<file path="src/rtl/raster_file_stream_decoder_macros.svh">
// ---------------------------------------------------------------------------
// Raster file stream decoder assertion macros
// Concurrent check wrappers clocked on clk and disabled during rst.
// ---------------------------------------------------------------------------
`ifndef RASTER_FILE_STREAM_DECODER_MACROS_SVH
`define RASTER_FILE_STREAM_DECODER_MACROS_SVH
`ifndef NO_ASSERTIONS
// Check cons in the cycle after ante
`define RFSD_ASSERT_NEXT(lbl, ante, cons) \
  lbl: assert property (@(posedge clk) disable iff (rst) (ante) |=> (cons)) \
    else $error("rfsd check failed: next-cycle property");
// Check cons in the same cycle as ante
`define RFSD_ASSERT_NOW(lbl, ante, cons) \
  lbl: assert property (@(posedge clk) disable iff (rst) (ante) |-> (cons)) \
    else $error("rfsd check failed: same-cycle property");
`else
`define RFSD_ASSERT_NEXT(lbl, ante, cons)
`define RFSD_ASSERT_NOW(lbl, ante, cons)
`endif
`endif

</file>
<file path="src/rtl/rfsd_pkg.sv">
// ---------------------------------------------------------------------------
// rfsd_pkg
// Shared types and constants of the raster file stream decoder.
// ---------------------------------------------------------------------------
`timescale 1ns / 1ps

package rfsd_pkg;

  // Result kinds, carried on m_tuser
  localparam logic [1:0] KIND_HEADER  = 2'd0;
  localparam logic [1:0] KIND_PALETTE = 2'd1;
  localparam logic [1:0] KIND_RUN     = 2'd2;
  localparam logic [1:0] KIND_ERROR   = 2'd3;

  localparam logic [31:0] MAGIC_BE = 32'h59a6_6a95;
  localparam logic [31:0] MAGIC_LE = 32'h956a_a659;
  localparam logic [7:0]  ESCAPE   = 8'h80;

  localparam int PAYLOAD_W = 140;
  localparam int TDATA_W   = 144;

  // Result payload, last member in the lowest bits
  typedef struct packed {
    logic [8:0]  run_length;
    logic [7:0]  byte_value;
    logic [1:0]  channel;
    logic [7:0]  palette_index;
    logic [31:0] row_bytes;
    logic [8:0]  palette_count;
    logic        rgb_order;
    logic        compressed;
    logic [5:0]  depth;
    logic [31:0] height;
    logic [31:0] width;
  } payload_t;

  // Header parser status towards the top level
  typedef struct packed {
    logic        magic_bad;
    logic        last;
    logic        ok;
    logic [8:0]  palette_count;
    logic [31:0] row_bytes;
    logic [31:0] width;
    logic [31:0] height;
    logic [5:0]  depth;
    logic        compressed;
    logic        rgb_order;
  } hdr_info_t;

  // Body decoder status towards the top level
  typedef struct packed {
    logic       pal_last;
    logic [7:0] palette_index;
    logic [1:0] channel;
    logic       img_valid;
    logic [7:0] img_value;
    logic [8:0] img_len;
  } body_info_t;

endpackage

</file>
<file path="src/rtl/rfsd_header.sv">
// ---------------------------------------------------------------------------
// rfsd_header
// Gathers the 32-byte header, checks magic and fields, and works out the
// row byte count and palette entry count.
// ---------------------------------------------------------------------------
`timescale 1ns / 1ps

module rfsd_header #(
  parameter int MAX_PALETTE = 256
) (
  input  logic                 clk,
  input  logic                 rst,
  input  logic                 take,
  input  logic [7:0]           data_byte,
  output rfsd_pkg::hdr_info_t  info
);

  localparam logic [8:0] MAX_PAL = 9'(MAX_PALETTE);

  logic [4:0]  header_count;
  logic [31:0] word_shift;
  logic        little_endian;
  logic [31:0] width;
  logic [31:0] height;
  logic [5:0]  depth;
  logic        depth_ok;
  logic [1:0]  type_low;
  logic        type_ok;
  logic        map_rgb;
  logic        map_ok;
  logic [31:0] product;

  logic [31:0] word_next;
  logic [31:0] word_val;
  logic        word_end;
  logic [2:0]  widx;
  logic [19:0] third;
  logic [8:0]  quot;
  logic [8:0]  pal_raw;
  logic [8:0]  pal_cnt;
  logic [31:0] rounded;
  logic [31:0] row_half;
  logic [31:0] row_even;

  // Assemble the current word in file order and in chosen byte order
  assign word_next = {word_shift[23:0], data_byte};
  assign word_val  = little_endian ?
                     {word_next[7:0], word_next[15:8], word_next[23:16], word_next[31:24]}
                     : word_next;
  assign word_end  = (header_count[1:0] == 2'd3);
  assign widx      = header_count[4:2];

  // Map length divided by three via reciprocal, valid below 768
  assign third   = 20'(word_val[9:0]) * 20'd683;
  assign quot    = third[19:11];
  assign pal_raw = (word_val >= 32'd768) ? 9'd256 : quot;
  always_comb begin
    pal_cnt = (pal_raw > MAX_PAL) ? MAX_PAL : pal_raw;
    if (!(map_rgb && depth <= 6'd8)) begin
      pal_cnt = '0;
    end
  end

  // Round width*depth bits up to bytes, then to an even count
  assign rounded  = product + 32'd7;
  assign row_half = {3'b000, rounded[31:3]};
  assign row_even = (row_half + 32'd1) & ~32'd1;

  // Status towards the top level
  always_comb begin
    info.magic_bad     = take && (header_count == 5'd3) &&
                         (word_next != rfsd_pkg::MAGIC_LE) &&
                         (word_next != rfsd_pkg::MAGIC_BE);
    info.last          = (header_count == 5'd31);
    info.ok            = (width != '0) && (height != '0) && type_ok && map_ok && depth_ok;
    info.palette_count = pal_cnt;
    info.row_bytes     = row_even;
    info.width         = width;
    info.height        = height;
    info.depth         = depth;
    info.compressed    = type_ok && (type_low == 2'd2);
    info.rgb_order     = type_ok && (type_low == 2'd3);
  end

  // Advance the byte count and word shifter
  always_ff @(posedge clk) begin
    if (rst) begin
      header_count  <= '0;
      word_shift    <= '0;
      little_endian <= 1'b0;
    end else if (take) begin
      word_shift   <= word_next;
      header_count <= header_count + 5'd1;
      if (header_count == 5'd3) begin
        little_endian <= (word_next == rfsd_pkg::MAGIC_LE);
      end
    end
  end

  // Capture header words as they complete
  always_ff @(posedge clk) begin
    product <= width * 32'(depth);
    if (take && word_end) begin
      unique case (widx)
        3'd1: width  <= word_val;
        3'd2: height <= word_val;
        3'd3: begin
          depth    <= word_val[5:0];
          depth_ok <= (word_val == 32'd1) || (word_val == 32'd8) ||
                      (word_val == 32'd24) || (word_val == 32'd32);
        end
        3'd5: begin
          type_low <= word_val[1:0];
          type_ok  <= (word_val <= 32'd3);
        end
        3'd6: begin
          map_rgb <= (word_val == 32'd1);
          map_ok  <= (word_val <= 32'd1);
        end
        default: begin
        end
      endcase
    end
  end

endmodule

</file>
<file path="src/rtl/rfsd_body.sv">
// ---------------------------------------------------------------------------
// rfsd_body
// Walks the colour map planes and decodes image bytes, with the 0x80
// escape when the data is run-length coded.
// ---------------------------------------------------------------------------
`timescale 1ns / 1ps

module rfsd_body (
  input  logic                  clk,
  input  logic                  rst,
  input  logic                  start,
  input  logic [8:0]            start_size,
  input  logic                  compressed,
  input  logic                  take_pal,
  input  logic                  take_img,
  input  logic [7:0]            data_byte,
  output rfsd_pkg::body_info_t  info
);

  localparam logic [1:0] RL_START = 2'd0;
  localparam logic [1:0] RL_COUNT = 2'd1;
  localparam logic [1:0] RL_VALUE = 2'd2;

  logic [8:0] pal_size;
  logic [7:0] pal_idx;
  logic [1:0] pal_ch;
  logic [1:0] rle_phase;
  logic [7:0] run_count;

  logic       plane_end;
  logic [1:0] rle_next;
  logic       run_load;

  assign plane_end = ({1'b0, pal_idx} + 9'd1) == pal_size;

  // Palette position and image decode
  always_comb begin
    info.pal_last      = plane_end && (pal_ch == 2'd2);
    info.palette_index = pal_idx;
    info.channel       = pal_ch;
    info.img_valid     = 1'b1;
    info.img_value     = data_byte;
    info.img_len       = 9'd1;
    rle_next           = RL_START;
    run_load           = 1'b0;
    if (compressed) begin
      unique case (rle_phase)
        RL_COUNT: begin
          if (data_byte != 8'd0) begin
            info.img_valid = 1'b0;
            run_load       = 1'b1;
            rle_next       = RL_VALUE;
          end else begin
            info.img_value = rfsd_pkg::ESCAPE;
          end
        end
        RL_VALUE: begin
          info.img_len = {1'b0, run_count} + 9'd1;
        end
        default: begin
          if (data_byte == rfsd_pkg::ESCAPE) begin
            info.img_valid = 1'b0;
            rle_next       = RL_COUNT;
          end
        end
      endcase
    end
  end

  // Advance palette plane and index
  always_ff @(posedge clk) begin
    if (rst) begin
      pal_size <= '0;
      pal_idx  <= '0;
      pal_ch   <= '0;
    end else if (start) begin
      pal_size <= start_size;
      pal_idx  <= '0;
      pal_ch   <= '0;
    end else if (take_pal) begin
      if (plane_end) begin
        pal_idx <= '0;
        pal_ch  <= pal_ch + 2'd1;
      end else begin
        pal_idx <= pal_idx + 8'd1;
      end
    end
  end

  // Hold escape state between image bytes
  always_ff @(posedge clk) begin
    if (rst) begin
      rle_phase <= RL_START;
      run_count <= '0;
    end else if (start) begin
      rle_phase <= RL_START;
      run_count <= '0;
    end else if (take_img && compressed) begin
      rle_phase <= rle_next;
      if (run_load) begin
        run_count <= data_byte;
      end
    end
  end

endmodule

</file>
<file path="src/rtl/raster_file_stream_decoder.sv">
// ---------------------------------------------------------------------------
// raster_file_stream_decoder
// Decodes a raster image file fed one byte per word on the s_ side.
// The first 32 bytes form the header; one header word (kind 0) or an error
// word (kind 3) leaves on the m_ side, kind on m_tuser. Colour map bytes
// follow as palette words (kind 1), red plane, green plane, blue plane.
// Image bytes then leave as run words (kind 2), a run of one each or
// expanded from the 0x80 escape when the header type is 2. After an error
// every byte is taken and dropped until reset.
// Each byte is decoded in the cycle it is taken; its result appears on the
// m_ side in the cycle after. One byte is taken every cycle while the output
// register is empty or being drained; the output register is the only
// stage. Some bytes (header, escape prefix) give no word.
// Reset (rst, synchronous) returns to header collection and empties the
// output register. While m_tready is low a held word stalls s_tready.
// ---------------------------------------------------------------------------
`timescale 1ns / 1ps
`include "raster_file_stream_decoder_macros.svh"

module raster_file_stream_decoder #(
  parameter int MAX_PALETTE = 256
) (
  input  logic                          clk,
  input  logic                          rst,
  input  logic                          s_tvalid,
  output logic                          s_tready,
  input  logic [7:0]                    s_tdata,  // data_byte[7:0]
  output logic                          m_tvalid,
  input  logic                          m_tready,
  // width[31:0], height[63:32], depth[69:64], compressed[70], rgb_order[71],
  // palette_count[80:72], row_bytes[112:81], palette_index[120:113],
  // channel[122:121], byte_value[130:123], run_length[139:131], zeros above
  output logic [rfsd_pkg::TDATA_W-1:0]  m_tdata,
  output logic [1:0]                    m_tuser   // kind[1:0]
);

  localparam logic [1:0] PH_HEADER  = 2'd0;
  localparam logic [1:0] PH_PALETTE = 2'd1;
  localparam logic [1:0] PH_IMAGE   = 2'd2;
  localparam logic [1:0] PH_ERROR   = 2'd3;

  logic [1:0]            phase;
  logic [1:0]            phase_next;
  logic                  accept;
  logic                  res_valid;
  logic [1:0]            res_kind;
  rfsd_pkg::payload_t    res;
  rfsd_pkg::payload_t    out_payload;
  rfsd_pkg::hdr_info_t   hdr;
  rfsd_pkg::body_info_t  body;
  logic                  body_start;

  assign s_tready = !m_tvalid || m_tready;
  assign accept   = s_tvalid && s_tready;

  rfsd_header #(
    .MAX_PALETTE (MAX_PALETTE)
  ) u_header (
    .clk       (clk),
    .rst       (rst),
    .take      (accept && (phase == PH_HEADER)),
    .data_byte (s_tdata),
    .info      (hdr)
  );

  rfsd_body u_body (
    .clk        (clk),
    .rst        (rst),
    .start      (body_start),
    .start_size (hdr.palette_count),
    .compressed (hdr.compressed),
    .take_pal   (accept && (phase == PH_PALETTE)),
    .take_img   (accept && (phase == PH_IMAGE)),
    .data_byte  (s_tdata),
    .info       (body)
  );

  // Select the result word and next phase for the current byte
  always_comb begin
    res        = '0;
    res_kind   = rfsd_pkg::KIND_ERROR;
    res_valid  = 1'b0;
    phase_next = phase;
    body_start = 1'b0;
    unique case (phase)
      PH_HEADER: begin
        if (hdr.magic_bad) begin
          res_valid  = 1'b1;
          phase_next = PH_ERROR;
        end else if (hdr.last) begin
          res_valid = 1'b1;
          if (hdr.ok) begin
            res_kind          = rfsd_pkg::KIND_HEADER;
            res.width         = hdr.width;
            res.height        = hdr.height;
            res.depth         = hdr.depth;
            res.compressed    = hdr.compressed;
            res.rgb_order     = hdr.rgb_order;
            res.palette_count = hdr.palette_count;
            res.row_bytes     = hdr.row_bytes;
            body_start        = accept;
            phase_next        = (hdr.palette_count != '0) ? PH_PALETTE : PH_IMAGE;
          end else begin
            phase_next = PH_ERROR;
          end
        end
      end
      PH_PALETTE: begin
        res_valid         = 1'b1;
        res_kind          = rfsd_pkg::KIND_PALETTE;
        res.palette_index = body.palette_index;
        res.channel       = body.channel;
        res.byte_value    = s_tdata;
        if (body.pal_last) begin
          phase_next = PH_IMAGE;
        end
      end
      PH_IMAGE: begin
        res_valid      = body.img_valid;
        res_kind       = rfsd_pkg::KIND_RUN;
        res.byte_value = body.img_value;
        res.run_length = body.img_len;
      end
      default: begin
      end
    endcase
  end

  // Advance the decode phase on each taken byte
  always_ff @(posedge clk) begin
    if (rst) begin
      phase <= PH_HEADER;
    end else if (accept) begin
      phase <= phase_next;
    end
  end

  // Output register: load on a taken byte, drop once drained
  always_ff @(posedge clk) begin
    if (rst) begin
      m_tvalid <= 1'b0;
    end else if (accept) begin
      m_tvalid <= res_valid;
    end else if (m_tready) begin
      m_tvalid <= 1'b0;
    end
  end

  always_ff @(posedge clk) begin
    if (accept) begin
      out_payload <= res;
      m_tuser     <= res_kind;
    end
  end

  assign m_tdata = {{(rfsd_pkg::TDATA_W - rfsd_pkg::PAYLOAD_W){1'b0}}, out_payload};

  // Checks
  `RFSD_ASSERT_NEXT(a_error_sticky, phase == PH_ERROR, phase == PH_ERROR)
  `RFSD_ASSERT_NEXT(a_error_silent, accept && (phase == PH_ERROR), !m_tvalid)
  `RFSD_ASSERT_NEXT(a_palette_word, accept && (phase == PH_PALETTE),
                    m_tvalid && (m_tuser == rfsd_pkg::KIND_PALETTE))
  `RFSD_ASSERT_NEXT(a_header_leaves, accept && (phase == PH_HEADER) && hdr.last,
                    (phase != PH_HEADER) && m_tvalid)
  `RFSD_ASSERT_NOW(a_start_in_header, body_start, phase == PH_HEADER)

endmodule

</file>
<file path="config.mk">
export PLATFORM = sky130hd
export DESIGN_NAME = raster_file_stream_decoder
export DESIGN_NICKNAME = d
export VERILOG_FILES = /design/src/rtl/rfsd_pkg.sv /design/src/rtl/rfsd_header.sv /design/src/rtl/rfsd_body.sv /design/src/rtl/raster_file_stream_decoder.sv
export VERILOG_INCLUDE_DIRS = /design/src /design/src/rtl
export SDC_FILE = /design/constraint.sdc
export NUM_CORES = 1
export LEC_CHECK = 0
export ABC_CLOCK_PERIOD_IN_PS = 18200
export BUFFER_PORTS_ARGS = -buffer_cell sky130_fd_sc_hd__buf_4
export CELL_PAD_IN_SITES_DETAIL_PLACEMENT = 0
export CELL_PAD_IN_SITES_GLOBAL_PLACEMENT = 1
export CORE_UTILIZATION = 52
export DETAILED_ROUTE_END_ITERATION = 7
export PLACE_DENSITY_LB_ADDON = 0.1
export SYNTH_ARGS = -nofsm -noshare
export SYNTH_HDL_FRONTEND = slang
export SYNTH_SLANG_ARGS = --single-unit
</file>
<file path="constraint.sdc">
create_clock -name clk -period 18.2 [get_ports clk]
set_input_delay 3.64 -clock clk [delete_from_list [all_inputs] [get_ports clk]]
set_output_delay 3.64 -clock clk [all_outputs]
set_load 0.005 [all_outputs]
</file>
=== After elaboration in Yosys (flattened, before gate mapping) ===
Index checks and enable logic that the tools add are counted.
Widths: inputs -> output; s select.

* Register bits after elaboration: 312
* Input bits: 12
* Output and inout bits: 148
* Logic and storage cells: 157

* $add $sub $neg: 7
* $mul: 2
* Order comparisons: 5
* Equality and inequality tests: 26
* Multiplexer cells: 39
* Bitwise gates (word level): 3
* Reductions and logical operators: 42

{| class="wikitable"
|+ Operators by type and width
! kind !! count
|-
| $reduce_bool 32->1 || 2
|-
| $mux 9 || 4
|-
| $add 32x3->32 const B || 1
|-
| $eq 32x1->1 const B || 1
|-
| $eq 32x32->1 const B || 1
|-
| $eq 32x4->1 const B || 1
|-
| $eq 32x5->1 const B || 1
|-
| $eq 32x6->1 const B || 1
|-
| $ge 32x10->1 const B || 1
|-
| $le 32x1->1 const B || 1
|-
| $le 32x2->1 const B || 1
|-
| $mul 32x6->32 || 1
|-
| $mux 32 || 1
|-
| $ne 32x31->1 const B || 1
|-
| $ne 32x32->1 const B || 1
|-
| $add 29x1->30 const B || 1
|-
| $mux 8 || 3
|-
| $mul 10x10->20 const B || 1
|-
| $mux 2 || 10
|-
| $add 8x1->9 const B || 2
|-
| $mux 18 || 1
|-
| $logic_and 1x1->1 || 17
|-
| $pmux 8 s2 || 1
|-
| $reduce_and 2->1 || 8
|-
| other kinds (33) || 61
|}

=== Logic depth before layout (Yosys ltp) ===
* Depth after elaboration: 12
* Depth in mapped cells: 24
* Mapped depth without buffers: 20

=== Modules after synthesis ===
Synthesis repeated with hierarchy kept, for this count alone.

* Cell total of the unflattened synthesis: 1820
* Area total of the unflattened synthesis: 19661.4 um^2

{| class="wikitable"
|+ Modules (own cells, without submodules)
! module !! instances !! cells each !! area an instance (um^2) !! sequential area each (um^2)
|-
| rfsd_header || 1 || 1253 || 12280.5 || 3523.4
|-
| raster_file_stream_decoder || 1 || 354 || 5665.4 || 4324.1
|-
| rfsd_body || 1 || 213 || 1715.4 || 580.6
|}

=== Worst setup path before layout ===
Ideal clock, no wire load.

* Path type: input port to flip-flop
* From: input m_tready
* To: register u_body.pal_ch[0]
* Library setup time: 0.128 ns
* Data arrival time: 9.708 ns
* Data required time: 18.072 ns
* Slack: 8.364 ns
* Cell stages on the path: 7
* Buffers on the path: 2
* Cell sequence: nand2b_1 and2_1 clkbuf_1 nand2_1 o21ai_1 clkbuf_1 nor2_1

* Word-level cells in the longest chain between the ends: 9
* Elaborated cells on any way between the ends: 13
* Those cells by class: mux (4); reduce/logical (9)

{| class="wikitable"
|+ Ends and longest elaborated chain
! what !! line !! source
|-
| start: declaration || raster_file_stream_decoder.sv:29 || <nowiki>input logic m_tready,</nowiki>
|-
| $logic_or 1x1->1 * || raster_file_stream_decoder.sv:53 || <nowiki>assign s_tready = !m_tvalid || m_tready;</nowiki>
|-
| $logic_and 1x1->1 * || raster_file_stream_decoder.sv:54 || <nowiki>assign accept = s_tvalid && s_tready;</nowiki>
|-
| net accept || raster_file_stream_decoder.sv:44 || <nowiki>logic accept;</nowiki>
|-
| $logic_and 1x1->1 || raster_file_stream_decoder.sv:61 || <nowiki>.take (accept && (phase == PH_HEADER)),</nowiki>
|-
| $logic_and 1x1->1 (2 in series) || rfsd_header.sv:71 || <nowiki>info.magic_bad = take && (header_count == 5'd3) &&</nowiki>
|-
| $logic_and 1x1->1 || rfsd_header.sv:72 || <nowiki>(word_next != rfsd_pkg::MAGIC_LE) &&</nowiki>
|-
| $mux 1 || raster_file_stream_decoder.sv:87 || <nowiki>if (hdr.magic_bad) begin</nowiki>
|-
| $mux 1 || raster_file_stream_decoder.sv:85 || <nowiki>unique case (phase)</nowiki>
|-
| $reduce_or 2->1 (no line) || n/a ||
|-
| end signal: assignment || rfsd_body.sv:83 || <nowiki>pal_ch <= pal_ch + 2'd1;</nowiki>
|-
| end: declaration || rfsd_body.sv:26 || <nowiki>logic [1:0] pal_ch;</nowiki>
|}

The timed path passes the listed nets; every way through them passes the cells marked *.
A chain may end at the register's enable or synchronous reset.

=== Final worst setup path ===
* From: input s_tdata[5]
* To: register out_payload, in the netlist m_tdata[74], data pin

* Word-level cells in the longest chain between the ends: 6
* Elaborated cells on any way between the ends: 12
* Those cells by class: mul (1); order compare (2); eq/ne (2); mux (4); reduce/logical (3)

{| class="wikitable"
|+ Ends and longest elaborated chain
! what !! line !! source
|-
| start: declaration || raster_file_stream_decoder.sv:27 || <nowiki>input logic [7:0] s_tdata,</nowiki>
|-
| $mux 32 * || rfsd_header.sv:47 || <nowiki>assign word_val = little_endian ?</nowiki>
|-
| net u_header.word_val[5] || rfsd_header.sv:34 || <nowiki>logic [31:0] word_val;</nowiki>
|-
| $mul 10x10->20 / $ge 32x10->1 (equally long branches) || rfsd_header.sv:54, rfsd_header.sv:56 ||
|-
| $mux 9 * || rfsd_header.sv:56 || <nowiki>assign pal_raw = (word_val >= 32'd768) ? 9'd256 : quot;</nowiki>
|-
| $gt 9x9->1 || rfsd_header.sv:58 || <nowiki>pal_cnt = (pal_raw > MAX_PAL) ? MAX_PAL : pal_raw;</nowiki>
|-
| $mux 9 * || rfsd_header.sv:58 ||
|-
| $mux 9 * || rfsd_header.sv:59 || <nowiki>if (!(map_rgb && depth <= 6'd8)) begin</nowiki>
|-
| end signal: assignment || raster_file_stream_decoder.sv:151 || <nowiki>out_payload <= res;</nowiki>
|-
| end: declaration || raster_file_stream_decoder.sv:48 || <nowiki>rfsd_pkg::payload_t out_payload;</nowiki>
|}

Marks and branches as above.

==> results.ini <==
[sta]
report.final.slew_viol_count = 0
rsz0062_at_grt = no
finalSetupTns_ps = 0
worstMarginPinSlew_ps = 1037
skew_ps = 15.67
hold_viol = 0
setup_viol = 0
fmax_mhz = 111.9
fin_crit_sh = 0.4910
max-slew-margin-rel = 0.3068
fin_crit_ps = 8936

[global_route]
grt_max_degree = 75
grt_first_pass_wirelength_um = 74000
track_usage = 0.2481
grt_pass1_vias = 13680
grt-ovfl-total = 0
antenna_found_initial = 0

[logic_synthesis]
synth_xor_area_frac = 0.04134
netlist.area_leader.share = 0.3312
syn_area_sq_mm = 0.01949
synth_top_family_by_area = adder cells
postSynthCellCount = 1846
synth-simple-area-share = 0.1809
avgSynthCellArea_sq_um = 10.56
synth_commonest_cells = nand2_1, edfxtp_1, inv_1
yosysTopAreaCell = edfxtp_1
synth-compound-area-share = 0.07485
synthArstFlopShare = 0
ys_types = 76
synthAdderAreaFrac = 0.2031
synthTopCellsByArea = edfxtp_1, fa_1, dfxtp_1
post-synth-top-count-cell = nand2_1
synth_edf_count = 215
ys.flop_type = edfxtp_1
synth_warnings = 0
ys_ff_latch = 309
synth.area.mux_share = 0.02022
synth_seq_area_share = 0.4278

[cts]
cts_sinks = 309
clkLatencyLatePin_ps = 530
htreeDepth = 2
cts_setup_buffers = 0
cts.clk_slew.worst_paths_ps = 60
cts_buffers = 34
cts_tree = built
root_buffer = clkbuf_16
cts_resized = 0
ctsLongestPathBuffers = 3
cts_hold_buffers = 0

[detailed_routing]
dr.pass1.iters = 5
drc = 0
drt_wl_total_um = 46510
wl_per_cell_um = 18.77
vias_per_cell = 5.536
dr.first_iter.drc_count = 758
dr_total_vias = 13720
ant_nets = 0

[critical_path]
path_class = input port to register
crit_fanout = 9
worst_setup_path_end_kind = register
worstPathArrival_ps = 9190
r2r_cells = 20
r2r_setup_slack_ps = 11430
r2r_end = m_tdata[74]$_SDFFCE_PP0P_
required_ps = 18450
reg2reg_from = u_header.little_endian$_SDFFE_PP0P_
start_kind = input port

[die]
coreArea_sq_mm = 0.03679
die_area_sq_mm = 0.03826
die_width_um = 195.6
pin_count = 160
die_h_um = 195.6
row_count = 70
initial_utilization = 0.5299

[place]
dpl.hpwl_um = 34360
port_buffers = 152
gp_congestion = 0.8971

[pwr]
vdd_drop_max_v = 0.00008761
finalPower_w = 0.001763
p_leak_nw = 9.342
power.density_mw_per_mm2 = 79.28

[finish]
areaGrowthSynthToFinish_pct = 14.06
final_core_util = 0.6044
num_antenna_cells = 0
nNetsFinal = 2233
drive_above_1_share = 0.1338

[outcome]
status = complete, no violations

[run]
maxCapViolCount = 0

[hold_path]
whs_endpoint = u_body.pal_ch[1]$_SDFFE_PP0P_
holdPathStages = 2
hp-start = u_body.pal_ch[1]$_SDFFE_PP0P_
hold_class = register to register

-- placed cells by master (no fill, tap or decap), drive strengths merged, types with 11 or more instances in the layout --
cell | synthesis | routed
dfxtp | 94 | 94
nor3 | 29 | 29
ha | 106 | 106
a21o | 13 | 13
nand4 | 21 | 21
or3 | 11 | 11
inv | 185 | 186
xor2 | 32 | 32
and3 | 21 | 21
mux2 | 27 | 27
nand2 | 230 | 230
nor4 | 29 | 29
nand3 | 43 | 43
xnor2 | 60 | 60
edfxtp | 215 | 215
buf | 13 | 170
clkbuf | 61 | 49
o21ai | 42 | 42
o21a | 14 | 14
nor2 | 88 | 88
fa | 131 | 131
and2 | 145 | 145
a21oi | 87 | 87
-- through the flow --
stage | hold WS (ps) | instance area, sq um | setup slack (ps) | instances
2_1_floorplan | 448.4 | 19510 | 8364 | 1852
3_3_place_gp | 458.1 | 21090 | 8847 | 2416
3_5_place_dp | 471.7 | 21090 | 8784 | 2416
4_1_cts | 479.5 | 22230 | 9285 | 2478
5_1_grt | 505.4 | 22230 | 8875 | 2478
6_report | 476.7 | 22230 | 9264 | 2478
-- registers in the layout (all words and copies together) (netlist names) --
| register | flops |
|---|---|
| u_header.map_ok | 1 |
| m_tuser | 2 |
| u_body.pal_size | 9 |
| u_body.pal_idx | 8 |
| phase | 2 |
| m_tvalid | 1 |
| u_header.type_low | 2 |
| u_header.depth_ok | 1 |
| u_header.depth | 6 |
| u_body.run_count | 8 |
| u_header.type_ok | 1 |
| u_header.product | 32 |
| u_body.rle_phase | 2 |
| u_header.map_rgb | 1 |
| u_header.height | 32 |
| u_header.word_shift | 24 |
| u_header.width | 32 |
| u_header.little_endian | 1 |
| u_header.header_count | 5 |
| u_body.pal_ch | 2 |
| m_tdata | 137 |
-- routing by layer --
metal  track usage  part of all wire
met2        0.4279              0.50
met1        0.3250              0.43
met4       0.07437             0.022
met5             0                 0
met3       0.03385             0.044
-- cell families (layout without fill, tap and decap cells) --
kind of cell	Yosys count	in the layout
AOI/OAI and AO/OA	232	232
xor gates and xnor gates	92	92
adders and majority gates	238	238
buffers and inverters	259	417
DFF	309	309
muxes	36	36
other	1	7
and+or+nand+nor	679	679
-- where the power goes --
part / switching (W) / internal (W) / total [W]
logic: 0.000172 / 0.000119 / 0.000291
clock network: 0.000275 / 0.000426 / 0.000701
registers: 0.00000781 / 0.000763 / 0.000771
total: 0.000454 / 0.00131 / 0.00176
-- area by class of cell --
class / count / area (sq um)
timing repair buffer: 170 / 1276
clock buffer: 49 / 1001
tap: 468 / 585.6
inverter: 185 / 694.4
multi-input combinational: 1284 / 10190
sequential: 309 / 8338
clock inverter: 13 / 146.4
fill: 3070 / 14550
-- worst max path at each step --
stage | from | to | slack (ps) | cells past startpoint
final | s_tdata[5] | m_tdata[74]$_SDFFCE_PP0P_ | 9260 | 21
after global routing | s_tdata[5] | m_tdata[74]$_SDFFCE_PP0P_ | 8870 | 21
after CTS | s_tdata[5] | m_tdata[74]$_SDFFCE_PP0P_ | 9290 | 21
after detailed placement | s_tdata[5] | m_tdata[74]$_SDFFCE_PP0P_ | 8780 | 21
after global placement | s_tdata[5] | m_tdata[74]$_SDFFCE_PP0P_ | 8850 | 21
after floorplan | m_tready | u_body.pal_ch[0]$_SDFFE_PP0P_ | 8360 | 7
-- worst max-delay path, stage by stage --
cell     delay, ps
buf_4          150
mux2i_1        370
inv_1          280
ha_1           370
ha_1           290
inv_1           50
fa_1           540
inv_1           60
fa_1           500
inv_1           50
fa_1           490
inv_1           40
ha_1           330
a21o_1         200
a31oi_1        240
o211a_1        280
a41oi_1        210
o211a_1        290
nor2_1         170
o31a_1         500
nor3b_2        100
No activity file was read; power rests on OpenSTA's default activity.
